File: config.mk
export PLATFORM = sky130hd
export DESIGN_NAME = vector_element_alu_flat
export DESIGN_NICKNAME = d
export VERILOG_FILES = /design/src/hw/rtl/vea_pkg.sv /design/src/hw/rtl/vea_if.sv /design/src/hw/rtl/vea_execute.sv /design/src/hw/rtl/vector_element_alu.sv /design/src/flat_wrapper.sv
export SDC_FILE = /design/constraint.sdc
export NUM_CORES = 2
export LEC_CHECK = 0
export ABC_AREA = 0
export BUFFER_PORTS_ARGS = -buffer_cell sky130_fd_sc_hd__buf_2
export CELL_PAD_IN_SITES_DETAIL_PLACEMENT = 1
export CELL_PAD_IN_SITES_GLOBAL_PLACEMENT = 2
export CORE_ASPECT_RATIO = 0.9
export CORE_MARGIN = 2
export CORE_UTILIZATION = 25
export DETAILED_ROUTE_END_ITERATION = 10
export PLACE_DENSITY_LB_ADDON = 0.08
export REMOVE_ABC_BUFFERS = 1
export SYNTH_ARGS = -nofsm -noshare
export SYNTH_HDL_FRONTEND = slang
export SYNTH_SLANG_ARGS = --single-unit
File: constraint.sdc
create_clock -name clock -period 8.35 [get_ports clock]
set_clock_uncertainty 0.05 [all_clocks]
set_input_delay 0 -clock clock [delete_from_list [all_inputs] [get_ports clock]]
set_output_delay 0 -clock clock [all_outputs]
set_load 0.01 [all_outputs]
File: src/hw/rtl/vea_pkg.sv
// Package with the operation codes, widths and transaction types of the vector element ALU.
`timescale 1ns / 1ps

package vea_pkg;

   localparam int MAX_ELEMENTS = 32;
   localparam int LEN_W = $clog2(MAX_ELEMENTS + 1);
   localparam int DATA_W = 32;
   localparam int OP_W = 3;
   localparam int IDX_W = 5;

   typedef enum logic [OP_W-1:0] {
      OP_SET_LEN = 3'd0,
      OP_ADD_VV  = 3'd1,
      OP_ADD_VX  = 3'd2,
      OP_ADD_VI  = 3'd3,
      OP_MUL_VV  = 3'd4,
      OP_RED_SUM = 3'd5
   } op_type;

   typedef struct packed {
      logic [OP_W-1:0]   op;
      logic [IDX_W-1:0]  index;
      logic [DATA_W-1:0] first;
      logic [DATA_W-1:0] second;
      logic [DATA_W-1:0] scalar;
      logic              last;
   } vea_req_type;

   typedef struct packed {
      logic [DATA_W-1:0] element_value;
      logic              element_write;
      logic [DATA_W-1:0] scalar_value;
      logic              scalar_valid;
   } vea_rsp_type;

endpackage

File: src/hw/rtl/vea_if.sv
// Valid/ready channel interfaces for the request and response transactions.
`timescale 1ns / 1ps

interface vea_req_if;
   import vea_pkg::*;
   logic              valid;
   logic              ready;
   logic [OP_W-1:0]   req_type;
   logic [IDX_W-1:0]  element_index;
   logic [DATA_W-1:0] first_element;
   logic [DATA_W-1:0] second_element;
   logic [DATA_W-1:0] scalar_operand;
   logic              last_element;

   modport source (
      output valid, req_type, element_index, first_element, second_element,
             scalar_operand, last_element,
      input  ready
   );
   modport sink (
      input  valid, req_type, element_index, first_element, second_element,
             scalar_operand, last_element,
      output ready
   );
endinterface

interface vea_rsp_if;
   import vea_pkg::*;
   logic              valid;
   logic              ready;
   logic [DATA_W-1:0] element_value;
   logic              element_write;
   logic [DATA_W-1:0] scalar_value;
   logic              scalar_valid;

   modport source (
      output valid, element_value, element_write, scalar_value, scalar_valid,
      input  ready
   );
   modport sink (
      input  valid, element_value, element_write, scalar_value, scalar_valid,
      output ready
   );
endinterface

File: src/hw/rtl/vea_execute.sv
// Element datapath with the vector length and running reduction sum registers.
`timescale 1ns / 1ps

module vea_execute
   import vea_pkg::*;
(
   input  logic        clock,
   input  logic        reset,
   input  logic        fire,
   input  vea_req_type req,
   output vea_rsp_type rsp
);

   logic [LEN_W-1:0]  vector_length_ff;
   logic [LEN_W-1:0]  vector_length_in;
   logic [DATA_W-1:0] running_sum_ff;
   logic [DATA_W-1:0] running_sum_in;
   logic              in_range;
   logic [DATA_W-1:0] partial_sum;
   logic [LEN_W-1:0]  new_length;

   assign in_range = {{(LEN_W-IDX_W){1'b0}}, req.index} < vector_length_ff;
   assign partial_sum = in_range ? running_sum_ff + req.first : running_sum_ff;
   assign new_length = (req.scalar < DATA_W'(MAX_ELEMENTS)) ?
                       req.scalar[LEN_W-1:0] : LEN_W'(MAX_ELEMENTS);

   always_comb begin
      rsp = '0;
      vector_length_in = vector_length_ff;
      running_sum_in = running_sum_ff;
      unique case (op_type'(req.op)) inside
         OP_SET_LEN: begin
            vector_length_in = new_length;
            rsp.scalar_value = DATA_W'(new_length);
            rsp.scalar_valid = 1'b1;
         end
         OP_ADD_VV: begin
            rsp.element_value = req.first + req.second;
            rsp.element_write = in_range;
         end
         OP_ADD_VX, OP_ADD_VI: begin
            rsp.element_value = req.first + req.scalar;
            rsp.element_write = in_range;
         end
         OP_MUL_VV: begin
            rsp.element_value = req.first * req.second;
            rsp.element_write = in_range;
         end
         OP_RED_SUM: begin
            if (req.last) begin
               rsp.scalar_value = partial_sum + req.scalar;
               rsp.scalar_valid = 1'b1;
               running_sum_in = '0;
            end else begin
               running_sum_in = partial_sum;
            end
         end
         default: begin
         end
      endcase
   end

   always_ff @(posedge clock) begin
      if (reset) begin
         vector_length_ff <= '0;
         running_sum_ff <= '0;
      end else if (fire) begin
         vector_length_ff <= vector_length_in;
         running_sum_ff <= running_sum_in;
      end
   end

endmodule

File: src/hw/rtl/vector_element_alu.sv
// Top level of the vector element ALU with its input and result registers.
`timescale 1ns / 1ps

// One element lane of a small vector execute unit. It takes one request
// transaction per cycle while the response side is not stalled, and returns
// exactly one response transaction for each. A request is held in the input
// register, then its result in the result register, with the add,
// the 32-bit multiply and the length and sum updates done in a single pass
// between them. Set length saturates at 32 elements, and a reduction keeps its
// partial sum across transactions until an item marked last returns it.
module vector_element_alu
   import vea_pkg::*;
(
   input  logic     clock,
   input  logic     reset,
   vea_req_if.sink  req_chan,
   vea_rsp_if.source rsp_chan
);

   logic        stage_valid_ff;
   logic        stage_valid_in;
   vea_req_type stage_req_ff;
   logic        out_valid_ff;
   logic        out_valid_in;
   vea_rsp_type out_rsp_ff;
   vea_rsp_type exec_rsp;
   logic        out_free;
   logic        advance;
   logic        accept;

   assign out_free = !out_valid_ff || rsp_chan.ready;
   assign advance = stage_valid_ff && out_free;
   assign req_chan.ready = !stage_valid_ff || out_free;
   assign accept = req_chan.valid && req_chan.ready;

   always_comb begin
      stage_valid_in = stage_valid_ff;
      if (accept) begin
         stage_valid_in = 1'b1;
      end else if (advance) begin
         stage_valid_in = 1'b0;
      end
      out_valid_in = out_valid_ff;
      if (advance) begin
         out_valid_in = 1'b1;
      end else if (rsp_chan.ready) begin
         out_valid_in = 1'b0;
      end
   end

   always_ff @(posedge clock) begin
      if (reset) begin
         stage_valid_ff <= 1'b0;
         out_valid_ff <= 1'b0;
      end else begin
         stage_valid_ff <= stage_valid_in;
         out_valid_ff <= out_valid_in;
      end
   end

   always_ff @(posedge clock) begin
      if (accept) begin
         stage_req_ff.op <= req_chan.req_type;
         stage_req_ff.index <= req_chan.element_index;
         stage_req_ff.first <= req_chan.first_element;
         stage_req_ff.second <= req_chan.second_element;
         stage_req_ff.scalar <= req_chan.scalar_operand;
         stage_req_ff.last <= req_chan.last_element;
      end
      if (advance) begin
         out_rsp_ff <= exec_rsp;
      end
   end

   vea_execute u_execute (
      .clock (clock),
      .reset (reset),
      .fire  (advance),
      .req   (stage_req_ff),
      .rsp   (exec_rsp)
   );

   assign rsp_chan.valid = out_valid_ff;
   assign rsp_chan.element_value = out_rsp_ff.element_value;
   assign rsp_chan.element_write = out_rsp_ff.element_write;
   assign rsp_chan.scalar_value = out_rsp_ff.scalar_value;
   assign rsp_chan.scalar_valid = out_rsp_ff.scalar_valid;

endmodule

File: src/flat_wrapper.sv
// flat-port wrapper written by rule: the top's interface ports become plain ports
module vector_element_alu_flat import vea_pkg::*;
  (clock, reset, req_chan_valid, req_chan_req_type, req_chan_element_index, req_chan_first_element, req_chan_second_element, req_chan_scalar_operand, req_chan_last_element, req_chan_ready, rsp_chan_valid, rsp_chan_element_value, rsp_chan_element_write, rsp_chan_scalar_value, rsp_chan_scalar_valid, rsp_chan_ready);
  vea_req_if req_chan_i ();
  vea_rsp_if rsp_chan_i ();
  input  logic clock;
  input  logic reset;
  input wire logic [$bits(req_chan_i.valid)-1:0] req_chan_valid;
  input wire logic [$bits(req_chan_i.req_type)-1:0] req_chan_req_type;
  input wire logic [$bits(req_chan_i.element_index)-1:0] req_chan_element_index;
  input wire logic [$bits(req_chan_i.first_element)-1:0] req_chan_first_element;
  input wire logic [$bits(req_chan_i.second_element)-1:0] req_chan_second_element;
  input wire logic [$bits(req_chan_i.scalar_operand)-1:0] req_chan_scalar_operand;
  input wire logic [$bits(req_chan_i.last_element)-1:0] req_chan_last_element;
  output wire logic [$bits(req_chan_i.ready)-1:0] req_chan_ready;
  output wire logic [$bits(rsp_chan_i.valid)-1:0] rsp_chan_valid;
  output wire logic [$bits(rsp_chan_i.element_value)-1:0] rsp_chan_element_value;
  output wire logic [$bits(rsp_chan_i.element_write)-1:0] rsp_chan_element_write;
  output wire logic [$bits(rsp_chan_i.scalar_value)-1:0] rsp_chan_scalar_value;
  output wire logic [$bits(rsp_chan_i.scalar_valid)-1:0] rsp_chan_scalar_valid;
  input wire logic [$bits(rsp_chan_i.ready)-1:0] rsp_chan_ready;
  assign req_chan_i.valid = req_chan_valid;
  assign req_chan_i.req_type = req_chan_req_type;
  assign req_chan_i.element_index = req_chan_element_index;
  assign req_chan_i.first_element = req_chan_first_element;
  assign req_chan_i.second_element = req_chan_second_element;
  assign req_chan_i.scalar_operand = req_chan_scalar_operand;
  assign req_chan_i.last_element = req_chan_last_element;
  assign req_chan_ready = req_chan_i.ready;
  assign rsp_chan_valid = rsp_chan_i.valid;
  assign rsp_chan_element_value = rsp_chan_i.element_value;
  assign rsp_chan_element_write = rsp_chan_i.element_write;
  assign rsp_chan_scalar_value = rsp_chan_i.scalar_value;
  assign rsp_chan_scalar_valid = rsp_chan_i.scalar_valid;
  assign rsp_chan_i.ready = rsp_chan_ready;
  vector_element_alu u_core (.clock(clock), .reset(reset), .req_chan(req_chan_i), .rsp_chan(rsp_chan_i));
endmodule
======== Word level (Yosys, flattened, before mapping) ========
Cells that the tools add are included.
Widths: inputs -> output; s select.
word-level totals
  bits of input ports ..................... 109
  output and inout bits ................... 68
  bits in registers ....................... 211
  word-level logic and storage cells ...... 48
cells by class
  add/subtract/negate cells ............... 4
  $mul .................................... 1
  multiplexer cells ....................... 10
  order comparisons ....................... 2
  reductions and logical operators ........ 12
  equality and inequality tests ........... 5
operators by type and width
  cell                 number
  $add 32x32->32       4
  $pmux 33 s3          1
  $pmux 33 s2          1
  $mux 32              2
  $mux 33              1
  $lt 32x6->1 const B  1
  $mul 32x32->32       1
  $eq 3x2->1 const B   2
  $eq 3x3->1 const B   2
  $lt 5x6->1           1
  $mux 6               1
  $mux 1               4
  $reduce_and 2->1     2
  $reduce_bool 2->1    2
  $eq 3x1->1 const B   1
  $logic_not 3->1      1
  $logic_and 1x1->1    2
  $logic_not 1->1      2
  $logic_or 1x1->1     2
  $reduce_or 2->1      1

======== Longest topological paths before layout ========
  depth in word-level cells ............... 5
  mapped depth ............................ 30
  gate-level depth less buffers ........... 27

======== Cells and area by module ========
From an unflattened synthesis, not the netlist that was laid out.
unflattened totals
  cells, all modules ...................... 2846
  area total of the unflattened synthesis .. 27911.8 um2
by module, submodules not included
  module              seq. area each (um2)  times used  cells an instance  area each (um2)
  vea_execute         760.7                 1           2665               22673.0
  vector_element_alu  5175.0                1           181                5238.8

======== Worst setup path after synthesis ========
Ideal clock, no wire load.
  kind .................................... register to register
  start point ............................. register u_core.stage_req_ff[37] (netlist bit)
  end point ............................... register u_core.out_rsp_ff, in the netlist u_core.rsp_chan.element_value[29] (data pin)
  required time ........................... 8.031 ns
  stages on the path, launching flop included .. 29
  period minus slack after synthesis ...... 7.140 ns
  library setup time ...................... 0.269 ns
  path buffers ............................ 3
  slack ................................... 1.210 ns
  arrival ................................. 6.822 ns
  cell sequence ........................... edfxtp_1 -> clkbuf_1 -> clkbuf_1 -> and2_1 -> fa_1 -> inv_1 -> fa_1 -> fa_1 -> fa_1 -> inv_1 -> fa_1 -> inv_1 -> fa_1 -> inv_1 -> fa_1 -> fa_1 -> ha_1 -> clkbuf_1 -> nand2_1 -> nor2_1 -> a2111o_1 -> a21oi_1 -> o21ai_0 -> a31oi_2 -> o21ai_1 -> a21o_1 -> a21oi_1 -> xor2_1 -> o22ai_1
RTL lines
  item                  line                      text
  start, declared       vector_element_alu.sv:22  vea_req_type stage_req_ff;
  end signal, assigned  vector_element_alu.sv:71  out_rsp_ff <= exec_rsp;
  end, declared         vector_element_alu.sv:25  vea_rsp_type out_rsp_ff;

==> impl_metrics.tcl <==
set metrics [dict create \
    rsz0062_at_grt "false" \
    ant_nets 0 \
    cp_max_fo 19 \
    yosys-mux-area-fraction 0.0172 \
    synth_top_family_by_area "adder cells" \
    syn_to_final_growth_pct 20.4 \
    clk_latency_ns 0.66 \
    layout_setup_ws_ns 0.402 \
    yosysWarnings 0 \
    yosysTopAreaCellShare 0.296 \
    place_inst 4432 \
    drtIter0Drc 1051 \
    slew-limit-headroom 0.263 \
    endpoint_kind "register" \
    drv_cap 0 \
    gp_congestion 0.818 \
    cts_max_path_buffers 3 \
    synthTopCellsByArea "fa_1, edfxtp_1, ha_1" \
    r2r_start "u_core.stage_req_ff[35]$_DFFE_PP_" \
    wl_per_cell_um 23.5 \
    synth-compound-area-share 0.0945 \
    clock-root-buffer "clkbuf_16" \
    grt_pass1_vias 23800 \
    totalWireLength_um 110000 \
    die_area_um2 114000 \
    fillers 12600 \
    tightest_slew_ns 1.11 \
    yosysSeqAreaShare 0.213 \
    overflow 0 \
    synth_area_leader_cell "fa_1" \
    cp.arrival_ns 8.21 \
    yosys.area_share.simple 0.154 \
    r2r_slack_ns 0.40 \
    io_buffers 176 \
    htree_levels 1 \
    coreArea_um2 111000 \
    nets 3896 \
    critPathKind "register to register" \
    grt_pass1_wl_um 162000 \
    drc 0 \
    top_layer_used "met4" \
    synthDistinctLibCells 79 \
    wl_met3_um 2990 \
    antenna_found_initial 5 \
    vias 21200 \
    post_drt_via_cell_ratio 4.55 \
    fin_cells 4657 \
    cts_setup_buffers 0 \
    synthAdderAreaFrac 0.395 \
    cts_resized 0 \
    synth-edff-count 171 \
    fin_crit_sh 0.952 \
    synth_ff_type "edfxtp_1" \
    drive_above_1_share 0.117 \
    hold_viol 0 \
    synth_xor_area_frac 0.0532 \
    synthArstFlopShare 0 \
    synth_cells 2826 \
    dpl_worst_slack_ns 0.393 \
    hp-start "req_chan_second_element[30]" \
    path_clk_slew_ns 0.06 \
    dr.pass1.iters 5 \
    hold_class "input pin to register" \
    ys_ff_latch 211 \
    post-synth-top-count-cell "inv_1" \
    die_width_um 356 \
    wl_met1_um 55000 \
    die_h_um 321 \
    setup-violations-final 0 \
    grt_max_degree 56 \
    synth_top_cells_by_count "inv_1, fa_1, and2_1" \
    initial_core_util 0.251 \
    avgSynthCellArea_um2 9.85 \
    fmax_mhz 126 \
    crit_path_start "u_core.stage_req_ff[35]$_DFFE_PP_" \
    status "finished clean" \
    required_ns 8.61 \
    grt_use_total 0.194 \
    dr_wl_met2_um 49200 \
    num_io_pins 177 \
    rows 116 \
    fin_util 0.303 \
    cts_tree "built" \
    hpwl_um 88700 \
    min_period_ns 7.95 \
    cts_made_buffers 30 \
    cts_sinks 211 \
    crit_path_start_kind "register" \
    timing.final.max_slew_violations 0 \
    tns_ns 0 \
    netlist_area_um2 27800 \
]
-- what timing repair did --
item	4_1_cts	5_1_grt
hold buffers	167	0
hold endpoints to repair	140	0
setup endpoints to repair	0	0
-- path summary, 6_finish.rpt --
kind,to,depth (start not counted)
min,u_core.stage_req_ff[63]$_DFFE_PP_,2
min reg2reg,u_core.u_execute.vector_length_ff[2]$_SDFFE_PP0P_,2
max reg2reg,u_core.rsp_chan.element_value[29]$_DFFE_PP_,25
max,u_core.rsp_chan.element_value[29]$_DFFE_PP_,25
-- registers in the layout, summed over array words and instances, names as in the netlist --
name / count
u_core.rsp_chan.valid: 1
u_core.rsp_chan.scalar_value: 32
u_core.stage_valid_ff: 1
u_core.u_execute.vector_length_ff: 6
u_core.u_execute.running_sum_ff: 32
u_core.rsp_chan.scalar_valid: 1
u_core.stage_req_ff: 105
u_core.rsp_chan.element_value: 32
u_core.rsp_chan.element_write: 1
-- cell families after synthesis --
group,after synthesis
flip-flops,211
AND/OR/NAND/NOR,846
XOR/XNOR,169
adder cells (fa/ha/maj),631
AO/OA/AOI/OAI,389
buffers and inverters,537
multiplexers,43
-- final cells by class --
class	instances	area, um2	share of cell area
flip-flops and latches	211	5940	0.177
diodes	2	5.00	0.000149
clock inverters	17	338	0.0101
inverters	418	1570	0.0468
multi-input cells	2078	19900	0.593
repair buffers	417	3120	0.0931
clock buffers	39	815	0.0243
well taps	1475	1850	0.0551
-- layout by cell type (no fill, tap or decap), types with 9 or more instances in the layout --
| cell type | Yosys | routed |
|---|---|---|
| buf_2 | 1 | 176 |
| nor3_1 | 23 | 23 |
| dlygate4sd3_1 | 0 | 167 |
| a21o_1 | 45 | 45 |
| clkbuf_16 | 0 | 30 |
| fa_1 | 411 | 411 |
| mux2_2 | 39 | 39 |
| or3_1 | 9 | 9 |
| and3_1 | 10 | 10 |
| o21bai_1 | 17 | 17 |
| a22oi_1 | 25 | 25 |
| nand2b_1 | 16 | 15 |
| buf_4 | 0 | 73 |
| xor2_1 | 63 | 63 |
| nor2b_1 | 18 | 17 |
| dfxtp_1 | 40 | 40 |
| nand2_1 | 296 | 296 |
| o211ai_1 | 9 | 9 |
| ha_1 | 220 | 220 |
| nor2_1 | 98 | 97 |
| edfxtp_1 | 171 | 171 |
| and2_1 | 319 | 318 |
| o21a_1 | 17 | 17 |
| a21oi_1 | 93 | 93 |
| nand3_1 | 21 | 21 |
| o22ai_1 | 34 | 34 |
| nand4_1 | 10 | 10 |
| o21ai_0 | 68 | 68 |
| inv_1 | 418 | 418 |
| xnor2_1 | 106 | 106 |
-- critical path, cell delays in order, from the launching register on --
cell	delay, ns
edfxtp_1	0.68
and2_1	0.31
fa_1	0.54
inv_1	0.05
fa_1	0.49
fa_1	0.45
fa_1	0.55
inv_1	0.08
fa_1	0.50
inv_1	0.05
fa_1	0.53
inv_1	0.05
fa_1	0.49
fa_1	0.42
ha_1	0.39
nand2_1	0.11
nor2_1	0.05
a2111o_1	0.35
a21oi_1	0.14
o21ai_0	0.12
a31oi_2	0.36
o21ai_1	0.18
a21o_1	0.24
a21oi_1	0.17
xor2_1	0.17
o22ai_1	0.10
-- per-stage QoR --
stage | cell area, um2 | hold slack (ns)
after floorplan | 27400 | 0.0191
after global placement | 30700 | 0.126
after detailed placement | 30700 | 0.128
after CTS | 33500 | 0.00279
after global routing | 33500 | 0.0105
final | 33500 | 0.0393
-- routing by layer --
metal / vias to the layer above / global-route usage
met5: - / 0
met2: 326 / 0.309
li1: 9783 / -
met4: 0 / 0.0375
met3: 73 / 0.0179
met1: 11000 / 0.286
Power is left out: the tool's default activity adds up to more than one toggle a clock period on the data nets, which glitch-free logic cannot reach.
